### src/rtl/ppes_pkg.sv
`default_nettype none
// ----------------------------------------------------------------------------
// ppes_pkg
// Shared types and codes for the priority / EDF scheduler.
// ----------------------------------------------------------------------------
package ppes_pkg;

    localparam logic [1:0] PH_NEW   = 2'd0;
    localparam logic [1:0] PH_READY = 2'd1;
    localparam logic [1:0] PH_DONE  = 2'd2;

    localparam logic CMD_LOAD = 1'b0;
    localparam logic CMD_TICK = 1'b1;

    localparam logic REG_POLICY = 1'b0;
    localparam logic REG_COUNT  = 1'b1;

    typedef struct packed {
        logic [9:0]  ident;
        logic [15:0] arrival;
        logic [15:0] burst;
        logic [7:0]  prio;
        logic [15:0] deadline;
    } load_t;

    // candidate handed down the chain during a scan
    typedef struct packed {
        logic        found;
        logic [9:0]  ident;
        logic [15:0] arrival;
        logic [15:0] burst;
        logic [7:0]  prio;
        logic [15:0] deadline;
        logic [15:0] remaining;
        logic        started;
    } cand_t;

    typedef struct packed {
        logic load;
        logic admit;
        logic run;
        logic run_done;
        logic policy;
        logic active;
    } cell_ctl_t;

endpackage
`default_nettype wire

### src/rtl/ppes_cell.sv
`default_nettype none
// ----------------------------------------------------------------------------
// ppes_cell
// One task entry plus one stage of the selection chain.
// ----------------------------------------------------------------------------
module ppes_cell
    import ppes_pkg::*;
#(
    parameter int TIME_BITS = 20,
    parameter int IDX_BITS  = 4,
    parameter int MY_IDX    = 0
) (
    input  wire logic                 aclk,
    input  wire logic                 aresetn,
    input  wire cell_ctl_t            ctl,
    input  wire load_t                load_data,
    input  wire logic [TIME_BITS-1:0] now_time,
    input  wire cand_t                cand_in,
    input  wire logic [IDX_BITS-1:0]  slot_in,
    input  wire logic [TIME_BITS-1:0] fr_in,
    output cand_t                     cand_out,
    output logic [IDX_BITS-1:0]       slot_out,
    output logic [TIME_BITS-1:0]      fr_out,
    output logic                      finished
);

    load_t                e_reg;
    logic [15:0]          rem_reg;
    logic [TIME_BITS-1:0] fr_reg;
    logic [1:0]           phase_reg;
    logic                 started_reg;

    cand_t                cand_reg, cand_next;
    logic [IDX_BITS-1:0]  slot_reg, slot_next;
    logic [TIME_BITS-1:0] frc_reg, frc_next;

    logic [15:0] key_self, key_in;
    logic        wins;

    always_comb begin
        key_self = ctl.policy ? e_reg.deadline : {8'd0, e_reg.prio};
        key_in   = ctl.policy ? cand_in.deadline : {8'd0, cand_in.prio};
        if (!cand_in.found) begin
            wins = 1'b1;
        end else if (key_self != key_in) begin
            wins = key_self < key_in;
        end else if (e_reg.arrival != cand_in.arrival) begin
            wins = e_reg.arrival < cand_in.arrival;
        end else begin
            wins = e_reg.ident < cand_in.ident;
        end
        if (ctl.active && phase_reg == PH_READY && wins) begin
            cand_next.found     = 1'b1;
            cand_next.ident     = e_reg.ident;
            cand_next.arrival   = e_reg.arrival;
            cand_next.burst     = e_reg.burst;
            cand_next.prio      = e_reg.prio;
            cand_next.deadline  = e_reg.deadline;
            cand_next.remaining = rem_reg;
            cand_next.started   = started_reg;
            slot_next           = IDX_BITS'(MY_IDX);
            frc_next            = fr_reg;
        end else begin
            cand_next = cand_in;
            slot_next = slot_in;
            frc_next  = fr_in;
        end
    end

    always_ff @(posedge aclk) begin
        cand_reg <= cand_next;
        slot_reg <= slot_next;
        frc_reg  <= frc_next;
        if (ctl.load) begin
            e_reg   <= load_data;
            rem_reg <= load_data.burst;
        end else if (ctl.run) begin
            if (!started_reg) begin
                fr_reg <= now_time;
            end
            if (rem_reg != 16'd0) begin
                rem_reg <= rem_reg - 16'd1;
            end
        end
    end

    always_ff @(posedge aclk) begin
        if (!aresetn) begin
            phase_reg   <= PH_NEW;
            started_reg <= 1'b0;
        end else if (ctl.load) begin
            phase_reg   <= PH_NEW;
            started_reg <= 1'b0;
        end else if (ctl.admit) begin
            if (ctl.active && phase_reg == PH_NEW &&
                TIME_BITS'(e_reg.arrival) <= now_time) begin
                phase_reg <= PH_READY;
            end
        end else if (ctl.run) begin
            started_reg <= 1'b1;
            if (ctl.run_done) begin
                phase_reg <= PH_DONE;
            end
        end
    end

    assign cand_out = cand_reg;
    assign slot_out = slot_reg;
    assign fr_out   = frc_reg;
    assign finished = (phase_reg == PH_DONE);

endmodule
`default_nettype wire

### config.mk
export PLATFORM = sky130hd
export DESIGN_NAME = ppes_cell
export DESIGN_NICKNAME = d
export VERILOG_FILES = /design/src/rtl/ppes_pkg.sv /design/src/rtl/ppes_cell.sv
export SDC_FILE = /design/constraint.sdc
export NUM_CORES = 1
export LEC_CHECK = 0
export CAP_MARGIN = 10
export CORE_ASPECT_RATIO = 1.5
export CORE_UTILIZATION = 64
export CTS_CLUSTER_SIZE = 25
export DETAILED_ROUTE_END_ITERATION = 12
export DONT_BUFFER_PORTS = 1
export GPL_ROUTABILITY_DRIVEN = 0
export PLACE_DENSITY_LB_ADDON = 0.3
export SLEW_MARGIN = 20
export SYNTH_ARGS = -nofsm -noshare
export SYNTH_HDL_FRONTEND = slang
export SYNTH_SLANG_ARGS = --single-unit
### constraint.sdc
create_clock -name aclk -period 3.6 [get_ports aclk]
set_input_delay 0.18 -clock aclk [delete_from_list [all_inputs] [get_ports aclk]]
set_output_delay 0.18 -clock aclk [all_outputs]
set_load 0.05 [all_outputs]
======== Word-level counts from Yosys, hierarchy flattened ========
Index checks and enable logic that the tools add are counted.
cells by class
  add/subtract/negate cells ............... 1
  multiplexer cells ....................... 14
  $mul .................................... 0
  reductions and logical operators ........ 15
  shift operators ......................... 0
  $lt $le $gt $ge ......................... 4
  equality and inequality tests ........... 5
  divide/modulo/power cells ............... 0
  bitwise gates (word level) .............. 4
operators with widths
  kind                                                                     number
  83-bit two-way mux                                                       1
  16-bit two-way mux                                                       5
  16-bit less-than comparator                                              2
  16-bit inequality test                                                   2
  16-bit by 20-bit less-or-equal comparator with 1-bit output              1
  20-bit two-way mux                                                       1
  16-bit nonzero test                                                      1
  16-bit by 1-bit subtractor with 16-bit output, second input constant     1
  10-bit less-than comparator                                              1
  2-bit two-way mux                                                        4
  2-bit nonzero test                                                       4
  3-bit AND reduction                                                      2
  1-bit logical AND                                                        4
  1-bit inverter                                                           4
  2-bit AND reduction                                                      2
  1-bit two-way mux                                                        3
  2-bit by 1-bit == test with 1-bit output, second input constant          1
  2-bit == test, second input constant                                     1
  2-bit logical NOT                                                        1
  2-bit by 1-bit inequality test with 1-bit output, second input constant  1
  2-bit OR reduction                                                       1
word-level totals
  logic and storage cells ................. 62
  bits in latches ......................... 0
  output and inout port bits .............. 109
  memory bits (read-only) ................. 0
  flip-flop bits (word level) ............. 213
  memories kept ........................... 0
  input bits .............................. 202
  bits in writable memories ............... 0

======== Logic depth before layout (Yosys ltp) ========
Gate-level depths: netlist of the first run.
  word-level depth ........................ 6
  gate-level depth with buffers ........... 13
  mapped depth without buffers ............ 8

======== Worst setup path after synthesis of the first run ========
OpenSTA, ideal clock, no wires.
  path kind ............................... input -> register
  start point ............................. input port ctl[1] in the netlist's numbering
  end point ............................... register cand_reg, in the netlist cand_out[0]
  library setup time ...................... 124 ps
  required time ........................... 3476 ps
  arrival time ............................ 2913 ps
  setup slack ............................. 563 ps
  buffers on the path ..................... 5
  stages .................................. 13
  cells stage by stage .................... clkbuf_1 > clkbuf_1 > mux2_2 > ha_1 > a211oi_1 > nor2_1 > o21ai_0 > or4b_1 > clkbuf_1 > buf_2 > buf_1 > nand4b_1 > o211ai_2
RTL lines
  what                    line             RTL
  start: declaration      ppes_cell.sv:15  input wire cell_ctl_t ctl,
  end signal: assignment  ppes_cell.sv:71  cand_reg <= cand_next;
  end: declaration        ppes_cell.sv:33  cand_t cand_reg, cand_next;

==> results of run 1 <==
[cells in the final DEF, fill, tap and decap left out, types with 27 or more instances in the layout]
master / n
a41oi_1: 27
dlygate4sd3_1: 199
nand4b_1: 76
nand2_1: 286
ha_1: 58
nor2_1: 65
inv_1: 42
dfxtp_1: 111
o211ai_2: 66
edfxtp_1: 102
o21ai_0: 43
[cell type report]
class,count,area share [%]
sequential,213,38.52
clock buffer,33,4.769
clock inverter,3,0.1368
tap,210,1.915
multi-input combinational,780,37.54
antenna,8,0.1459
timing repair buffer,210,15.80
inverter,43,1.176
[worst max path at each step]
stage	to	start	slack [ns]
after floorplan	cand_out[0]	ctl[1]	0.56
final	cand_out[78]	e_reg[54]	0.07
after global placement	slot_out[1]	e_reg[0]	0.44
after global routing	cand_out[78]	e_reg[49]	0.1
after detailed placement	cand_out[62]	e_reg[0]	0.37
after CTS	slot_out[3]	e_reg[0]	0.34
[Yosys cell counts, types with 5 or more instances]
cell	number	share of area (%)
a21o_1	9	0.62
a21oi_1	20	0.91
a41oi_1	27	2.2
and2_1	15	0.86
buf_1	11	0.38
buf_6	8	0.82
clkbuf_1	65	2.2
dfxtp_1	111	20
edfxtp_1	102	28
ha_1	58	6.6
inv_1	42	1.4
mux2_2	8	0.82
mux2i_1	8	0.73
nand2_1	287	9.8
nand2b_1	6	0.34
nand4_1	15	0.86
nand4b_1	76	6.1
nor2_1	65	2.2
nor2b_1	7	0.40
nor4_1	5	0.29
o211ai_1	11	0.75
o211ai_2	66	7.5
o21ai_0	43	2.0
o31ai_1	5	0.34
xnor2_1	10	0.80
[metal layers]
metal	routed length (µm)	global-route usage (%)	share of wire, %
met1	11770	43.59	32
met2	18300	68.04	49
met3	3997	11.40	11
met4	3152	32.56	8.5
met5	0	0	0
[worst register-to-register path: cells and delay by family, from the launching register on]
kind                     cells  cell delay [ns]
flip-flops                   1             0.54
buffers and inverters        1             0.35
adder cells (fa/ha/maj)      1             0.39
AO/OA/AOI/OAI                2             0.41
AND/OR/NAND/NOR              4             1.70
[cell families (layout without fill, tap and decap cells)]
group | Yosys count | count (layout) | synth area share (%)
DFF | 213 | 213 | 48.19
muxes | 16 | 16 | 1.552
buffers and inverters | 131 | 289 | 5.077
xor gates and xnor gates | 13 | 13 | 1.038
adders and majority gates | 58 | 58 | 6.617
other | 0 | 8 | 0
and+or+nand+nor | 493 | 493 | 21.93
AOI/OAI and AO/OA | 200 | 200 | 15.60
[timing repair]
item	in CTS	in global routing
hold buffers	201	0
setup buffers	0	0
endpoints found under the hold margin	276	0
[report_power, final]
part | internal [mW] | switching (mW) | leakage [nW]
Combinational | 0.437 | 0.554 | 3.19
Clock | 1.25 | 0.939 | 0.331
Sequential | 2.76 | 0.543 | 1.94
Total | 4.45 | 2.04 | 5.46
[metrics by stage]
stage	instances	instance area, µm²	power [mW]
finish	1500	13720	6.486
global route	1499	13720	6.650
CTS	1492	13700	6.391
detailed placement	1255	10980	4.024
global placement	1255	10980	3.996
floorplan	1124	10970	3.872
==> results.yml, run 1 <==
route:
  wire_per_inst_um: 24.81
  drt_wl_total_mm: 37.22
  dr.pass1.iters: 6
  via_per_inst: 6.708
  ant_nets: 0
  drtIter0Drc: 1237
  drc_errors: 0
  vias: 10060
pwr:
  power.density_nw_per_um2: 472.7
  max-vdd-ir-drop_uv: 554.4
  leakage_nw: 5.457
synth:
  synth_edf_count: 102
  syn_inst: 1124
  synth_area_um2: 10970
  synth_cell_type_count: 45
  seq_area_frac_synth_pct: 48.19
  syn_area_per_cell_um2: 9.757
  synth_async_sr_flop_share_pct: 0
  yosys_warnings: 0
  syn_nets: 1384
  synth_seq_cells: 213
  dominantRegCellSynth: "dfxtp_1"
worst_setup_path:
  rr_worst_depth: 8
  arrival_ns: 3.86
  crit_path_max_incr_delay_ns: 0.79
  crit_path_end_kind: "flip-flop"
  crit_family: "simple AND/OR/NAND/NOR gates"
  r2r_end: "cand_out[78]"
  path_buf_inv: 1
  critPathSlowestCell: "and4_4"
  cp_cell_sequence: "ha_1 -> nand4_1 -> nor4_1 -> o21ai_0 -> nand4_1 -> and4_4 -> buf_4 -> o21ai_0"
  path_class: "reg2reg"
  cp_num_cells: 8
  r2r-start: "e_reg[54]"
  required_ns: 3.93
  r2r_slack_ns: 0.07
  setup.worst_path.start_class: "flip-flop"
  cp_max_fo: 48
grt:
  grt_pass1_wl_mm: 55.26
  grt_overflow_total: 0
  track_usage_pct: 41.27
  antenna_found_initial: 8
  grt_pass1_vias: 10310
  grt_max_degree: 129
die:
  start_util_pct: 65.42
  fp-row-count: 58
  die-area_um2: 17670
  die_h_um: 162.3
  ios: 311
  die_x_um: 108.9
  fp.coreArea_um2: 16760
flow_run:
  drv_cap: 0
sta:
  clock_skew_ns: 0.01541
  hold_viol_final: 0
  fin_hold_ws_ns: 0.003620
  final.period_utilization_pct: 98.19
  maxSlewViolCount: 0
  setup-tns-final_ns: 0
  setup_viol: 0
  setup_ws_ns: 0.06525
  max_freq_ghz: 0.2829
  rsz0062_at_grt: "false"
  max-slew-margin-rel_pct: 30.24
  tightestPinTransition_ns: 1.044
  period_minus_slack_ns: 3.535
final_layout:
  drive_gt1_share_pct: 9.516
  area_growth_pct: 25.12
  fill_cells: 889
  ff_latch_area_um2: 5285
  largest_reg_flops: 84
  fin_util_pct: 81.86
  multi_input_area_um2: 5151
  finalNetCount: 1528
cts:
  cts-buffers-inserted: 20
  max-clock-path-buffers: 3
  cts_tree: "yes"
  worstSkewPairLatency_ns: 0.50
  cts.sinks: 213
  cts_root_buf: "clkbuf_16"
  clk_pin_slew_ns: 0.06
  cts-resized-gates: 0
  cts-htree-levels: 1
place:
  dpl_worst_slack_ns: 0.3705
  io_buffers: 0
  dp_hpwl_mm: 19.19
status:
  outcome: "completed"
min_path:
  hold_depth: 4
  holdPathEnd: "cand_out[58]"
  hp-start: "cand_in[58]"
  hold_path_class: "in2reg"
Power figures use the tool's default switching activity.
==> run 2: changes to the inputs <==
--- a/config.mk
+++ b/config.mk
@@ -5,9 +5,10 @@
 export SDC_FILE = /design/constraint.sdc
 export NUM_CORES = 1
 export LEC_CHECK = 0
+export ABC_AREA = 1
 export CAP_MARGIN = 10
-export CORE_ASPECT_RATIO = 1.5
-export CORE_UTILIZATION = 64
+export CORE_ASPECT_RATIO = 1.75
+export CORE_UTILIZATION = 63
 export CTS_CLUSTER_SIZE = 25
 export DETAILED_ROUTE_END_ITERATION = 12
 export DONT_BUFFER_PORTS = 1
==> run 2 against run 1 <==
  * Fmax up 16%
  * Synthesized area down 17%
  * Die area down 15%
  * Count of clock-buffer cells in the layout down 3
  * Register-to-register slack better by 0.48 ns
  * Synthesized cell count down 14%
  * Global-route usage down 4.3 points
  * Clock skew up 0.0063 ns
  * Cell area down 14%
  * Total power down 10%
  * Sequential power down 6%
  * Sequential cell count unchanged
  * Critical path type unchanged
  * Critical endpoint is now fr_out[11]
==> results.yml, run 2 <==
sta:
  max_freq_ghz: 0.3276
  setup_viol: 0
  clock_skew_ns: 0.02166
  period_minus_slack_ns: 3.053
  maxSlewViolCount: 0
  setup-tns-final_ns: 0
  max-slew-margin-rel_pct: 37.33
  final.period_utilization_pct: 84.80
  fin_hold_ws_ns: 0.04621
  rsz0062_at_grt: "false"
  hold_viol_final: 0
  tightestPinTransition_ns: 0.9367
grt:
  track_usage_pct: 36.92
  antenna_found_initial: 2
  grt-busiest-layer: "met2"
  use_met1_pct: 39.03
  grt_util_met3_pct: 8.663
  grtUsageMet2_pct: 64.20
  grt_pass1_wl_mm: 42.32
  grt_pass1_vias: 8343
  grt_overflow_total: 0
  grt_max_degree: 108
final_layout:
  final_common_cell: "nand2_1"
  drive_gt1_share_pct: 4.352
  fill_cells: 687
  area_growth_pct: 29.85
  largest_reg_flops: 84
  layout_common_cells: "nand2_1 (315), dlygate4sd3_1 (201), nand3_1 (112), dfxtp_1 (111), edfxtp_1 (102)"
  finalNetCount: 1420
route:
  drc_errors: 0
  vias: 7928
  wire_per_inst_um: 20.84
  dr.pass1.iters: 5
  drtIter0Drc: 655
  drt_wl_total_mm: 28.16
  via_per_inst: 5.868
  ant_nets: 0
synth:
  synth_edf_count: 102
  synth_top_area_share_pct: 33.52
  yosysMostFrequentCell: "nand2_1"
  synth_async_sr_flop_share_pct: 0
  synth_cell_type_count: 30
  synth_seq_cells: 213
  synth_area_um2: 9138
  synthTopCellsByArea: "edfxtp_1 (34%), dfxtp_1 (24%), nand2_1 (13%)"
  yosys_warnings: 0
  syn_area_per_cell_um2: 9.401
  seq_area_frac_synth_pct: 57.84
  synthTopCellsByCount: "nand2_1 (315), nand3_1 (112), dfxtp_1 (111)"
  synth_area_leader_cell: "edfxtp_1"
  dominantRegCellSynth: "dfxtp_1"
  syn_inst: 972
  syn_nets: 1232
worst_setup_path:
  setup.worst_path.start_class: "flip-flop"
  arrival_ns: 3.47
  crit_path_end_kind: "flip-flop"
  cp_max_fo: 62
  path_class: "reg2reg"
  required_ns: 4.02
cts:
  cts-buffers-inserted: 19
  worstSkewPairLatency_ns: 0.50
  clk_pin_slew_ns: 0.07
  max-clock-path-buffers: 3
  cts_root_buf: "clkbuf_16"
  cts-htree-levels: 1
  cts_tree: "yes"
  cts.sinks: 213
  cts_setup_buffers: 0
  ctsHoldBuffers: 202
  cts-resized-gates: 0
die:
  start_util_pct: 65.04
  die_h_um: 161.3
  die_x_um: 93.04
  ios: 311
  die-area_um2: 15010
  fp-row-count: 57
  fp.coreArea_um2: 14050
pwr:
  max-vdd-ir-drop_uv: 465.6
  power.share.combinational_pct: 11.7
  power.density_nw_per_um2: 489.6
  power_frac_clock_pct: 34.6
  intPower_mw: 4.168
  pwr-share-seq_pct: 53.7
  leakage_nw: 5.503
  switchingPower_mw: 1.641
  switching_share_pct: 28.25
flow_run:
  drv_cap: 0
min_path:
  hold_path_class: "in2reg"
place:
  io_buffers: 0
  dp_hpwl_mm: 15.26
status:
  outcome: "completed"
run 2: cell types whose count changed after synthesis, moves of 27 or more:
cell,delta
nand3_1,+109
nand4b_1,-76
o211ai_2,-66
clkbuf_1,-49
inv_1,+44
o21ai_0,-30
nand2_1,+28
a41oi_1,-27
run 2: area by class of cell:
| class | count | area [µm²] | area share (%) |
|---|---|---|---|
| Antenna cell | 2 | 5.005 | 0.04218 |
| Multi-Input combinational cell | 630 | 3313 | 27.92 |
| Clock buffer | 30 | 588.1 | 4.956 |
| Tap cell | 177 | 221.5 | 1.866 |
| Inverter | 89 | 334.1 | 2.816 |
| Clock inverter | 3 | 16.27 | 0.1371 |
| Sequential cell | 213 | 5285 | 44.54 |
| Timing Repair Buffer | 207 | 2102 | 17.72 |
run 2: layer usage:
metal	routed length, µm	part of all wire [%]
met1	9123	32
met2	14390	51
met3	2710	9.6
met4	1930	6.9
met5	0	0
run 2: cells by family (layout without fill, tap and decap cells):
logic type	after synthesis	count (layout)	synth area share, %
XOR/XNOR	6	6	0.5751
adder cells (fa/ha/maj)	58	58	7.942
AND/OR/NAND/NOR	497	497	22.42
AO/OA/AOI/OAI	53	53	3.245
buffers and inverters	129	329	6.121
flip-flops	213	213	57.84
other	0	2	0
multiplexers	16	16	1.862
run 2: power by group through the flow:
stage	combinational, mW	clock [mW]	sequential [mW]
finish	0.682	2.01	3.12
global route	0.747	2.10	3.13
CTS	0.640	2.00	3.11
detailed placement	0.432	0	3.16
global placement	0.415	0	3.15
floorplan	0.354	0	3.13
run 2: path summary, 6_finish.rpt:
| kind | start | endpoint | slack, ns | cells after the start |
|---|---|---|---|---|
| max | e_reg[47] | fr_out[11] | 0.55 | 14 |
| min | ctl[3] | fr_reg[18] | 0.05 | 2 |
| max reg2reg | e_reg[47] | fr_out[11] | 0.55 | 14 |
| min reg2reg | fr_reg[19] | fr_out[19] | 0.47 | 2 |
run 2: worst max-delay path, stage by stage, from the launching register on:
cell and delay [ns]:
edfxtp_1 0.48, ha_1 0.38, nand2_1 0.12, nor2_1 0.19, nand2_1 0.11, nor2_1 0.22, nor2_1 0.08, nand2_1 0.10
nand2_1 0.09, nand2_1 0.11, nand2_4 0.08, nand2_4 0.38, buf_12 0.34, nand2_1 0.14, nand2_1 0.11
run 2: per-stage QoR:
stage | utilization (%) | power, mW | std cells | instance area (µm²) | setup slack (ns)
final | 84.45 | 5.809 | 1351 | 11870 | 0.5473
after global routing | 84.45 | 5.981 | 1351 | 11870 | 0.4552
after CTS | 84.42 | 5.743 | 1349 | 11860 | 0.8712
after detailed placement | 65.60 | 3.592 | 1114 | 9216 | 0.8964
after global placement | 65.60 | 3.570 | 1114 | 9216 | 0.9710
after floorplan | - | 3.479 | 972 | 9138 | 0.9576
